$ cat config.mk
export PLATFORM = sky130hd
export DESIGN_NAME = hop_count_route_finder
export DESIGN_NICKNAME = d
export VERILOG_FILES = /design/src/rtl/hcr_pkg.sv /design/src/rtl/hop_count_route_finder.sv /design/src/rtl/hcr_ram.sv
export SDC_FILE = /design/constraint.sdc
export NUM_CORES = 2
export LEC_CHECK = 0
export BUFFER_PORTS_ARGS = -buffer_cell sky130_fd_sc_hd__buf_2
export CORE_MARGIN = 2
export CORE_UTILIZATION = 40
export CTS_CLUSTER_SIZE = 28
export DETAILED_ROUTE_END_ITERATION = 16
export SYNTH_ARGS = -nofsm -noshare
export SYNTH_HDL_FRONTEND = slang
export SYNTH_HIERARCHICAL = 1
export SYNTH_SLANG_ARGS = --single-unit
$ cat constraint.sdc
create_clock -name i_clk -period 5.6 [get_ports i_clk]
set_input_delay 0.28 -clock i_clk [delete_from_list [all_inputs] [get_ports i_clk]]
set_output_delay 0.28 -clock i_clk [all_outputs]
set_load 0.05 [all_outputs]
$ cat src/rtl/hcr_pkg.sv
package hcr_pkg;

    localparam int ID_W    = 6;
    localparam int PORT_W  = 3;
    localparam int HOP_W   = 5;
    localparam int DIST_W  = 16;
    localparam int PORTS   = 6;

    localparam logic [DIST_W-1:0] DIST_INF = 16'hFFFF;
    localparam logic [HOP_W-1:0]  HOP_MAX  = 5'd31;

    localparam logic CMD_WRITE = 1'b0;
    localparam logic CMD_QUERY = 1'b1;

    typedef enum logic [3:0] {
        S_IDLE,
        S_PS_RD,
        S_PS_CK,
        S_INIT,
        S_MIN,
        S_SEL,
        S_RX_RD,
        S_RX_NB,
        S_RX_CK,
        S_WK_RD,
        S_WK_CK
    } t_state;

endpackage

$ cat src/rtl/hop_count_route_finder.sv
// Shortest-hop route finder over a table of module links. A word with cmd 0
// stores one link (module, port 1 to 6, neighbor id, 0 for no link) in the
// single cycle it is accepted and gives no result; the link table reads as
// all zero after reset through per-entry valid flags, so no clearing pass is
// needed. A word with cmd 1 asks for the source port toward a destination
// and always gives one result: o_valid is high for exactly one cycle with
// o_out_port, o_hop_count and o_route_found, and must be taken then, since
// the block cannot be held off. Bad ids, a destination equal to the source
// and an unreachable destination give port 0, hop count 0, found 0. While a
// query runs, busy is high and start is ignored. A direct neighbor is found
// by scanning the source's ports in order. Otherwise a breadth-first style
// search follows: the distance and predecessor memories are initialized,
// then for each extracted node a minimum scan runs through the distance
// memory's single read port and the node's ports are relaxed in turn; then
// the path is walked back through the predecessor memory and a final scan
// of the source's ports finds the port toward the first hop. The minimum
// scan and the per-port link reads dominate the run time.
module hop_count_route_finder #(
    parameter int NODES = 32
) (
    input  logic                        i_clk,
    input  logic                        i_rst_n,
    input  logic                        start,
    output logic                        busy,
    input  logic                        i_cmd,
    input  logic [hcr_pkg::ID_W-1:0]    i_node_id,
    input  logic [hcr_pkg::PORT_W-1:0]  i_link_port,
    input  logic [hcr_pkg::ID_W-1:0]    i_neighbor_id,
    input  logic [hcr_pkg::ID_W-1:0]    i_source_id,
    input  logic [hcr_pkg::ID_W-1:0]    i_dest_id,
    output logic                        o_valid,
    output logic [hcr_pkg::PORT_W-1:0]  o_out_port,
    output logic [hcr_pkg::HOP_W-1:0]   o_hop_count,
    output logic                        o_route_found
);

    localparam int IDW    = hcr_pkg::ID_W;
    localparam int PW     = hcr_pkg::PORT_W;
    localparam int DW     = hcr_pkg::DIST_W;
    localparam int LDEPTH = NODES * hcr_pkg::PORTS;
    localparam int LAW    = $clog2(LDEPTH);
    localparam int IW     = $clog2(NODES);
    localparam int CW     = $clog2(NODES + 1);
    localparam int XW     = ((CW > IDW) ? CW : IDW) + 1;

    localparam logic [XW-1:0] NODES_X = XW'(NODES);
    localparam logic [PW-1:0] PORT_LAST = PW'(hcr_pkg::PORTS);

    // Link table address of a zero-based node index and a one-based port.
    function automatic logic [LAW-1:0] link_addr(input logic [XW-1:0] idx,
                                                 input logic [PW-1:0] port);
        logic [XW+3:0] a;
        a = ({4'd0, idx} << 2) + ({4'd0, idx} << 1) + (XW + 4)'(port) - (XW + 4)'(1);
        return a[LAW-1:0];
    endfunction

    // A missing or out-of-range neighbor reads as no link.
    function automatic logic [IDW-1:0] peer(input logic [IDW-1:0] id, input logic vld);
        if (!vld || XW'(id) > NODES_X) begin
            return '0;
        end
        return id;
    endfunction

    function automatic logic [XW-1:0] zidx(input logic [IDW-1:0] id);
        return XW'(id) - XW'(1);
    endfunction

    hcr_pkg::t_state r_state, n_state;

    logic [IDW-1:0]    r_src, n_src;
    logic [IDW-1:0]    r_dst, n_dst;
    logic [IDW-1:0]    r_target, n_target;
    logic              r_final, n_final;
    logic [PW-1:0]     r_p, n_p;
    logic [CW-1:0]     r_i, n_i;
    logic [DW-1:0]     r_best, n_best;
    logic [IW-1:0]     r_idx, n_idx;
    logic              r_hit, n_hit;
    logic [IDW-1:0]    r_v, n_v;
    logic [IDW-1:0]    r_hop1, n_hop1;
    logic [hcr_pkg::HOP_W-1:0] r_hops, n_hops;
    logic              r_lv, n_lv;
    logic [NODES-1:0]  r_vis, n_vis;
    logic [LDEPTH-1:0] r_lvld, n_lvld;
    logic              r_valid, n_valid;
    logic [PW-1:0]     r_oport, n_oport;
    logic [hcr_pkg::HOP_W-1:0] r_ohops, n_ohops;
    logic              r_ofound, n_ofound;

    logic           lwe;
    logic [LAW-1:0] lwaddr, lraddr;
    logic [IDW-1:0] lrdata;
    logic           dwe;
    logic [IW-1:0]  dwaddr, draddr;
    logic [DW-1:0]  dwdata, drdata;
    logic           pwe;
    logic [IW-1:0]  pwaddr, praddr;
    logic [IDW-1:0] pwdata, prdata;

    hcr_ram #(.WIDTH(IDW), .DEPTH(LDEPTH)) u_link (
        .i_clk(i_clk), .i_we(lwe), .i_waddr(lwaddr), .i_wdata(i_neighbor_id),
        .i_raddr(lraddr), .o_rdata(lrdata)
    );

    hcr_ram #(.WIDTH(DW), .DEPTH(NODES)) u_dist (
        .i_clk(i_clk), .i_we(dwe), .i_waddr(dwaddr), .i_wdata(dwdata),
        .i_raddr(draddr), .o_rdata(drdata)
    );

    hcr_ram #(.WIDTH(IDW), .DEPTH(NODES)) u_prev (
        .i_clk(i_clk), .i_we(pwe), .i_waddr(pwaddr), .i_wdata(pwdata),
        .i_raddr(praddr), .o_rdata(prdata)
    );

    always_ff @(posedge i_clk) begin
        if (!i_rst_n) begin
            r_state <= hcr_pkg::S_IDLE;
        end else begin
            r_state <= n_state;
        end
    end

    always_ff @(posedge i_clk) begin
        if (!i_rst_n) begin
            r_lvld  <= '0;
            r_valid <= 1'b0;
        end else begin
            r_lvld  <= n_lvld;
            r_valid <= n_valid;
        end
        r_src    <= n_src;
        r_dst    <= n_dst;
        r_target <= n_target;
        r_final  <= n_final;
        r_p      <= n_p;
        r_i      <= n_i;
        r_best   <= n_best;
        r_idx    <= n_idx;
        r_hit    <= n_hit;
        r_v      <= n_v;
        r_hop1   <= n_hop1;
        r_hops   <= n_hops;
        r_lv     <= n_lv;
        r_vis    <= n_vis;
        r_oport  <= n_oport;
        r_ohops  <= n_ohops;
        r_ofound <= n_ofound;
    end

    always_comb begin
        logic [IDW-1:0] id;
        logic [XW-1:0]  j;
        logic [DW-1:0]  alt;
        logic           next_port;
        logic           wk_done;

        n_state  = r_state;
        n_src    = r_src;
        n_dst    = r_dst;
        n_target = r_target;
        n_final  = r_final;
        n_p      = r_p;
        n_i      = r_i;
        n_best   = r_best;
        n_idx    = r_idx;
        n_hit    = r_hit;
        n_v      = r_v;
        n_hop1   = r_hop1;
        n_hops   = r_hops;
        n_lv     = r_lv;
        n_vis    = r_vis;
        n_lvld   = r_lvld;
        n_valid  = 1'b0;
        n_oport  = r_oport;
        n_ohops  = r_ohops;
        n_ofound = r_ofound;

        lwe    = 1'b0;
        lwaddr = link_addr(zidx(i_node_id), i_link_port);
        lraddr = '0;
        dwe    = 1'b0;
        dwaddr = '0;
        dwdata = '0;
        draddr = '0;
        pwe    = 1'b0;
        pwaddr = '0;
        pwdata = '0;
        praddr = '0;

        id        = peer(lrdata, r_lv);
        j         = XW'(r_i) - XW'(1);
        alt       = r_best + DW'(1);
        next_port = 1'b0;
        wk_done   = 1'b0;

        unique case (r_state)
            hcr_pkg::S_IDLE: begin
                if (start) begin
                    if (i_cmd == hcr_pkg::CMD_WRITE) begin
                        if (i_node_id != '0 && XW'(i_node_id) <= NODES_X &&
                            i_link_port != '0 && i_link_port <= PORT_LAST) begin
                            lwe = 1'b1;
                            n_lvld[lwaddr] = 1'b1;
                        end
                    end else begin
                        n_src = i_source_id;
                        n_dst = i_dest_id;
                        if (i_source_id == '0 || XW'(i_source_id) > NODES_X ||
                            i_dest_id == '0 || XW'(i_dest_id) > NODES_X ||
                            i_source_id == i_dest_id) begin
                            n_valid  = 1'b1;
                            n_oport  = '0;
                            n_ohops  = '0;
                            n_ofound = 1'b0;
                        end else begin
                            n_target = i_dest_id;
                            n_final  = 1'b0;
                            n_p      = PW'(1);
                            n_state  = hcr_pkg::S_PS_RD;
                        end
                    end
                end
            end
            hcr_pkg::S_PS_RD: begin
                lraddr  = link_addr(zidx(r_src), r_p);
                n_lv    = r_lvld[lraddr];
                n_state = hcr_pkg::S_PS_CK;
            end
            hcr_pkg::S_PS_CK: begin
                if (id != '0 && id == r_target) begin
                    n_valid  = 1'b1;
                    n_oport  = r_p;
                    n_ohops  = r_final ? r_hops : hcr_pkg::HOP_W'(1);
                    n_ofound = 1'b1;
                    n_state  = hcr_pkg::S_IDLE;
                end else if (r_p == PORT_LAST) begin
                    if (r_final) begin
                        n_valid  = 1'b1;
                        n_oport  = '0;
                        n_ohops  = '0;
                        n_ofound = 1'b0;
                        n_state  = hcr_pkg::S_IDLE;
                    end else begin
                        n_i     = '0;
                        n_state = hcr_pkg::S_INIT;
                    end
                end else begin
                    n_p     = r_p + PW'(1);
                    n_state = hcr_pkg::S_PS_RD;
                end
            end
            hcr_pkg::S_INIT: begin
                dwe    = 1'b1;
                dwaddr = r_i[IW-1:0];
                dwdata = (XW'(r_i) == zidx(r_src)) ? '0 : hcr_pkg::DIST_INF;
                pwe    = 1'b1;
                pwaddr = r_i[IW-1:0];
                pwdata = '0;
                if (r_i == CW'(NODES - 1)) begin
                    n_vis   = '0;
                    n_i     = '0;
                    n_best  = hcr_pkg::DIST_INF;
                    n_hit   = 1'b0;
                    n_state = hcr_pkg::S_MIN;
                end else begin
                    n_i = r_i + CW'(1);
                end
            end
            hcr_pkg::S_MIN: begin
                // Read of entry i is issued while entry i-1 is compared.
                draddr = r_i[IW-1:0];
                if (r_i != '0) begin
                    if (!r_vis[j[IW-1:0]] && drdata < r_best) begin
                        n_best = drdata;
                        n_idx  = j[IW-1:0];
                        n_hit  = 1'b1;
                    end
                end
                if (r_i == CW'(NODES)) begin
                    n_state = hcr_pkg::S_SEL;
                end else begin
                    n_i = r_i + CW'(1);
                end
            end
            hcr_pkg::S_SEL: begin
                if (!r_hit) begin
                    n_valid  = 1'b1;
                    n_oport  = '0;
                    n_ohops  = '0;
                    n_ofound = 1'b0;
                    n_state  = hcr_pkg::S_IDLE;
                end else if (XW'(r_idx) + XW'(1) == XW'(r_dst)) begin
                    n_hops  = (r_best > DW'(hcr_pkg::HOP_MAX)) ? hcr_pkg::HOP_MAX
                                                               : r_best[hcr_pkg::HOP_W-1:0];
                    n_hop1  = r_dst;
                    n_i     = '0;
                    n_state = hcr_pkg::S_WK_RD;
                end else begin
                    n_vis[r_idx] = 1'b1;
                    n_p          = PW'(1);
                    n_state      = hcr_pkg::S_RX_RD;
                end
            end
            hcr_pkg::S_RX_RD: begin
                lraddr  = link_addr(XW'(r_idx), r_p);
                n_lv    = r_lvld[lraddr];
                n_state = hcr_pkg::S_RX_NB;
            end
            hcr_pkg::S_RX_NB: begin
                j = zidx(id);
                if (id != '0 && !r_vis[j[IW-1:0]]) begin
                    draddr  = j[IW-1:0];
                    n_v     = id;
                    n_state = hcr_pkg::S_RX_CK;
                end else begin
                    next_port = 1'b1;
                end
            end
            hcr_pkg::S_RX_CK: begin
                j = zidx(r_v);
                if (alt < drdata) begin
                    dwe    = 1'b1;
                    dwaddr = j[IW-1:0];
                    dwdata = alt;
                    pwe    = 1'b1;
                    pwaddr = j[IW-1:0];
                    pwdata = IDW'(XW'(r_idx) + XW'(1));
                end
                next_port = 1'b1;
            end
            hcr_pkg::S_WK_RD: begin
                j       = zidx(r_hop1);
                praddr  = j[IW-1:0];
                n_state = hcr_pkg::S_WK_CK;
            end
            hcr_pkg::S_WK_CK: begin
                if (prdata == '0 || prdata == r_src) begin
                    wk_done = 1'b1;
                end else begin
                    n_hop1 = prdata;
                    if (r_i == CW'(NODES - 1)) begin
                        wk_done = 1'b1;
                    end else begin
                        n_i     = r_i + CW'(1);
                        n_state = hcr_pkg::S_WK_RD;
                    end
                end
            end
            default: begin
                n_state = hcr_pkg::S_IDLE;
            end
        endcase

        // The first hop is known: find the source port that reaches it.
        if (wk_done) begin
            n_target = n_hop1;
            n_final  = 1'b1;
            n_p      = PW'(1);
            n_state  = hcr_pkg::S_PS_RD;
        end

        if (next_port) begin
            if (r_p == PORT_LAST) begin
                n_i     = '0;
                n_best  = hcr_pkg::DIST_INF;
                n_hit   = 1'b0;
                n_state = hcr_pkg::S_MIN;
            end else begin
                n_p     = r_p + PW'(1);
                n_state = hcr_pkg::S_RX_RD;
            end
        end
    end

    assign busy          = (r_state != hcr_pkg::S_IDLE);
    assign o_valid       = r_valid;
    assign o_out_port    = r_oport;
    assign o_hop_count   = r_ohops;
    assign o_route_found = r_ofound;

    // A result only follows a query, which always leaves the block busy or
    // is rejected in the idle cycle it arrives.
    a_valid_after_query: assert property (@(posedge i_clk) disable iff (!i_rst_n)
        o_valid |-> ($past(busy) || ($past(start) && $past(i_cmd) == hcr_pkg::CMD_QUERY)))
        else $error("result without a query");

    a_found_has_port: assert property (@(posedge i_clk) disable iff (!i_rst_n)
        (o_valid && o_route_found) |-> (o_out_port != '0 && o_hop_count != '0))
        else $error("route found without port or hop count");

    a_miss_is_zero: assert property (@(posedge i_clk) disable iff (!i_rst_n)
        (o_valid && !o_route_found) |-> (o_out_port == '0 && o_hop_count == '0))
        else $error("missing route with nonzero fields");

    a_done_gives_result: assert property (@(posedge i_clk) disable iff (!i_rst_n)
        (busy && !(n_state != hcr_pkg::S_IDLE)) |=> o_valid)
        else $error("query ended without a result");

endmodule

$ cat src/rtl/hcr_ram.sv
module hcr_ram #(
    parameter int WIDTH = 8,
    parameter int DEPTH = 32
) (
    input  logic                     i_clk,
    input  logic                     i_we,
    input  logic [$clog2(DEPTH)-1:0] i_waddr,
    input  logic [WIDTH-1:0]         i_wdata,
    input  logic [$clog2(DEPTH)-1:0] i_raddr,
    output logic [WIDTH-1:0]         o_rdata
);

    logic [WIDTH-1:0] r_mem [DEPTH];
    logic [WIDTH-1:0] r_rdata;

    always_ff @(posedge i_clk) begin
        if (i_we) begin
            r_mem[i_waddr] <= i_wdata;
        end
        r_rdata <= r_mem[i_raddr];
    end

    assign o_rdata = r_rdata;

endmodule

==> impl_metrics.yaml <==
sta:
  fin_setup_tns_ps: 0
  maxClockFrequency_mhz: 189
  max_slew.worst_pin.slew_ps: 1100
  slew_headroom_pct: 26.7
  setup-violations-final: 0
  min_period_ps: 5300
  rsz0062_at_grt: "no"
  finClkSkew_ps: 70.9
  hold_viol_final: 0
  maxSlewViolCount: 0
  fin_crit_sh_pct: 94.6
global_route:
  antenna_found_initial: 8
  overflow: 0
  grt_pass1_vias: 51100
  grt_pass1_wl_mm: 347
  gr-usage-all-layers_pct: 19.7
  grt_max_degree: 125
synth:
  synthFlopType: "edfxtp_1"
  async_flop_share_pct: 0
  netlist_area_um2: 92100
  synth.distinct_cells: 93
  synth_edf_count: 1931
  seq_area_frac_synth_pct: 68.6
  netlist_instances: 5647
  synthesis.nets: 5788
  yosysMostFrequentCell: "edfxtp_1"
  avgSynthCellArea_um2: 16.3
  synthTopCellsByCount: "edfxtp_1 (1,931), mux4_2 (441), nor2_1 (397), nand2_1 (396), mux2i_1 (384)"
  ys_ff_latch: 2189
  synth_top_cell_area_share_pct: 63.0
  synth_largest_area_cell: "edfxtp_1"
  yosys_warnings: 6
  yosys-top-cells-area: "edfxtp_1 (63%), mux4_2 (11%), dfxtp_1 (5.6%)"
cells_and_area:
  nets: 5989
  final_cells: 9059
  areaGrowthSynthToFinish_pct: 13.3
  drive_above_1_share_pct: 19.4
clock_network:
  cts_max_path_buffers: 3
  worstSkewPairLatency_ps: 860
  path_clk_slew_ps: 60
  cts_root_buffer: "clkbuf_16"
  cts_max_level: 4
  cts_buffers: 214
  cts_tree: "built"
  cts_sinks: 2189
place:
  io_buffers: 41
  dp_hpwl_mm: 151
  place_inst: 8636
  routabilityCongestion: 0.908
worst_setup_path:
  worstSetupStartpointType: "register"
  worst_ep_arrival_time_ps: 6030
  cp.depth: 16
  cp.required_ps: 6330
  r2r_setup_slack_ps: 300
  slowest_stage: "o41ai_1"
  crit_fanout: 13
  critical_path.cell_chain: "inv_1, ha_1, xnor2_1, ha_1, inv_1, ha_1, fa_1, a21o_1, a21oi_1, xor2_1, o22ai_4, buf_4, o21ai_0, o41ai_1, nor2_1, or4_1"
  cp-end-kind: "register"
  reg2regPathDepth: 16
  worstSetupPathType: "reg2reg"
  max_stage_delay_ps: 690
  critical_path_buf_inv_count: 3
  critPathTopFamily: "compound AO/OA/AOI/OAI gates"
  worst_path_most_repeated_cell: "ha_1"
route:
  viasPerCell: 5.75
  antenna_left: 0
  drt_wl_total_mm: 236
  vias: 52100
  wl_per_cell_um: 26.0
  drc: 0
  drt_iter0_markers: 5559
  first_pass_iters: 7
floorplan:
  initial_utilization_pct: 40.1
  die_y_um: 484
  row_count: 176
  die_area_um2: 234000
  io_pins: 42
  core_area_um2: 229000
  die_w_um: 484
flow_run:
  cap_violations: 0
power:
  p_leak_uw: 0.0328
  ir_drop_mv: 0.290
  p_per_area_nw_per_um2: 357
hold_path:
  hold_class: "in2reg"
  hold_depth: 1
status:
  status: "completed"
## where the power goes
group | switching [uW] | total [uW] | internal (uW)
combinational | 2980 | 4610 | 1630
clock | 6250 | 14800 | 8550
sequential | 117 | 17900 | 17700
## final timing paths
path / from / endpoint
hold / removal: i_neighbor_id[2] / u_link/r_mem[44][2]$_DFFE_PP_
setup reg to reg: r_src[0]$_DFFE_PP_ / u_link/o_rdata[2]$_DFF_P_
hold reg to reg: r_lvld[44]$_SDFFE_PN0P_ / r_lvld[44]$_SDFFE_PN0P_
setup / recovery: r_src[0]$_DFFE_PP_ / u_link/o_rdata[2]$_DFF_P_
## sequential cells by signal, indices dropped and copies added, names as in the netlist, 16 cells and up
register / count
r_vis: 32
u_link/r_mem: 1152
u_dist/o_rdata: 16
r_lvld: 192
u_dist/r_mem: 512
u_prev/r_mem: 192
r_best: 16
## final cells by class
| cell class | count | area [um2] |
|---|---|---|
| diodes | 1 | 2.50 |
| flip-flops and latches | 2189 | 63200 |
| multi-input cells | 2993 | 26900 |
| clock buffers | 256 | 5650 |
| clock inverters | 144 | 1660 |
| repair buffers | 312 | 2680 |
| well taps | 3026 | 3790 |
| inverters | 138 | 518 |
| fillers | 19700 | 125000 |
## worst reg2reg max path, stage by stage (launching register included)
cell      delay, ps
edfxtp_1        520
inv_1            80
ha_1            250
xnor2_1         310
ha_1            300
inv_1            60
ha_1            250
fa_1            450
a21o_1          190
a21oi_1         160
xor2_1          240
o22ai_4         530
buf_4           330
o21ai_0         160
o41ai_1         690
nor2_1          140
or4_1           530
## stage by stage
stage / cell area, um2 / setup WS [ps] / utilization, % / hold WS [ps] / total power (uW)
finish: 104000 / 301 / 45.5 / 44.7 / 37300
global route: 104000 / 174 / 45.5 / 64.0 / 38500
CTS: 104000 / 68.8 / 45.4 / 6.62 / 37500
detailed placement: 96800 / 105 / 42.2 / 459 / 22800
global placement: 96800 / 114 / 42.2 / 445 / 22800
floorplan: 92100 / 619 / - / 379 / 21100
## metal layers
layer | up-vias | wire, um | share of wire [%] | global-route usage (%)
met2 | 2095 | 111000 | 47 | 31.2
met4 | 4 | 6910 | 2.9 | 5.96
met3 | 400 | 17200 | 7.3 | 3.11
met1 | 27000 | 101000 | 43 | 28.1
li1 | 22600 | - | - | -
met5 | - | 27 | 0.011 | 0
## logic make-up (layout without fill, tap and decap cells)
logic type | after synthesis | in the layout | share of synthesized area, %
DFF | 2189 | 2189 | 68.6
xor gates and xnor gates | 78 | 78 | 0.765
muxes | 847 | 847 | 15.3
and+or+nand+nor | 1173 | 1173 | 5.73
buffers and inverters | 465 | 850 | 2.52
adders and majority gates | 110 | 110 | 1.55
AOI/OAI and AO/OA | 785 | 785 | 5.55
other | 0 | 1 | 0
## placed cells by master, fill, tap and decap left out, types with 14 or more instances in the layout
cell | synthesis | layout
bufinv_16 | 0 | 29
and2_1 | 19 | 18
mux4_2 | 441 | 441
nor2b_1 | 42 | 40
dlygate4sd3_1 | 0 | 15
buf_12 | 5 | 28
nand4_1 | 43 | 43
clkinv_2 | 0 | 42
dfxtp_1 | 258 | 257
nor3_1 | 55 | 51
o21ai_0 | 261 | 243
ha_1 | 103 | 100
edfxtp_1 | 1931 | 1931
o221ai_1 | 28 | 28
xor2_1 | 25 | 24
inv_1 | 128 | 127
mux2_2 | 18 | 18
o2111ai_1 | 20 | 20
clkbuf_1 | 167 | 32
clkbuf_16 | 0 | 217
a211oi_1 | 18 | 17
nand2_1 | 396 | 396
nor2_1 | 397 | 383
o22ai_1 | 40 | 38
buf_4 | 37 | 227
nor4_1 | 18 | 16
mux2i_1 | 384 | 384
nand3b_1 | 14 | 14
a22o_1 | 44 | 43
a21oi_1 | 107 | 106
nand3_1 | 100 | 100
a31oi_1 | 47 | 47
buf_2 | 62 | 34
clkinv_1 | 10 | 57
o21ai_2 | 0 | 17
a22oi_1 | 100 | 100
xnor2_1 | 51 | 51
nand2b_1 | 17 | 17
## repair_timing
item | 4_1_cts | 5_1_grt
resized for setup | 0 | 3
setup buffers | 0 | 6
endpoints found under the setup margin | 0 | 91
hold endpoints to repair | 196 | 0
hold buffers | 15 | 0
Power figures use the tool's default switching activity.
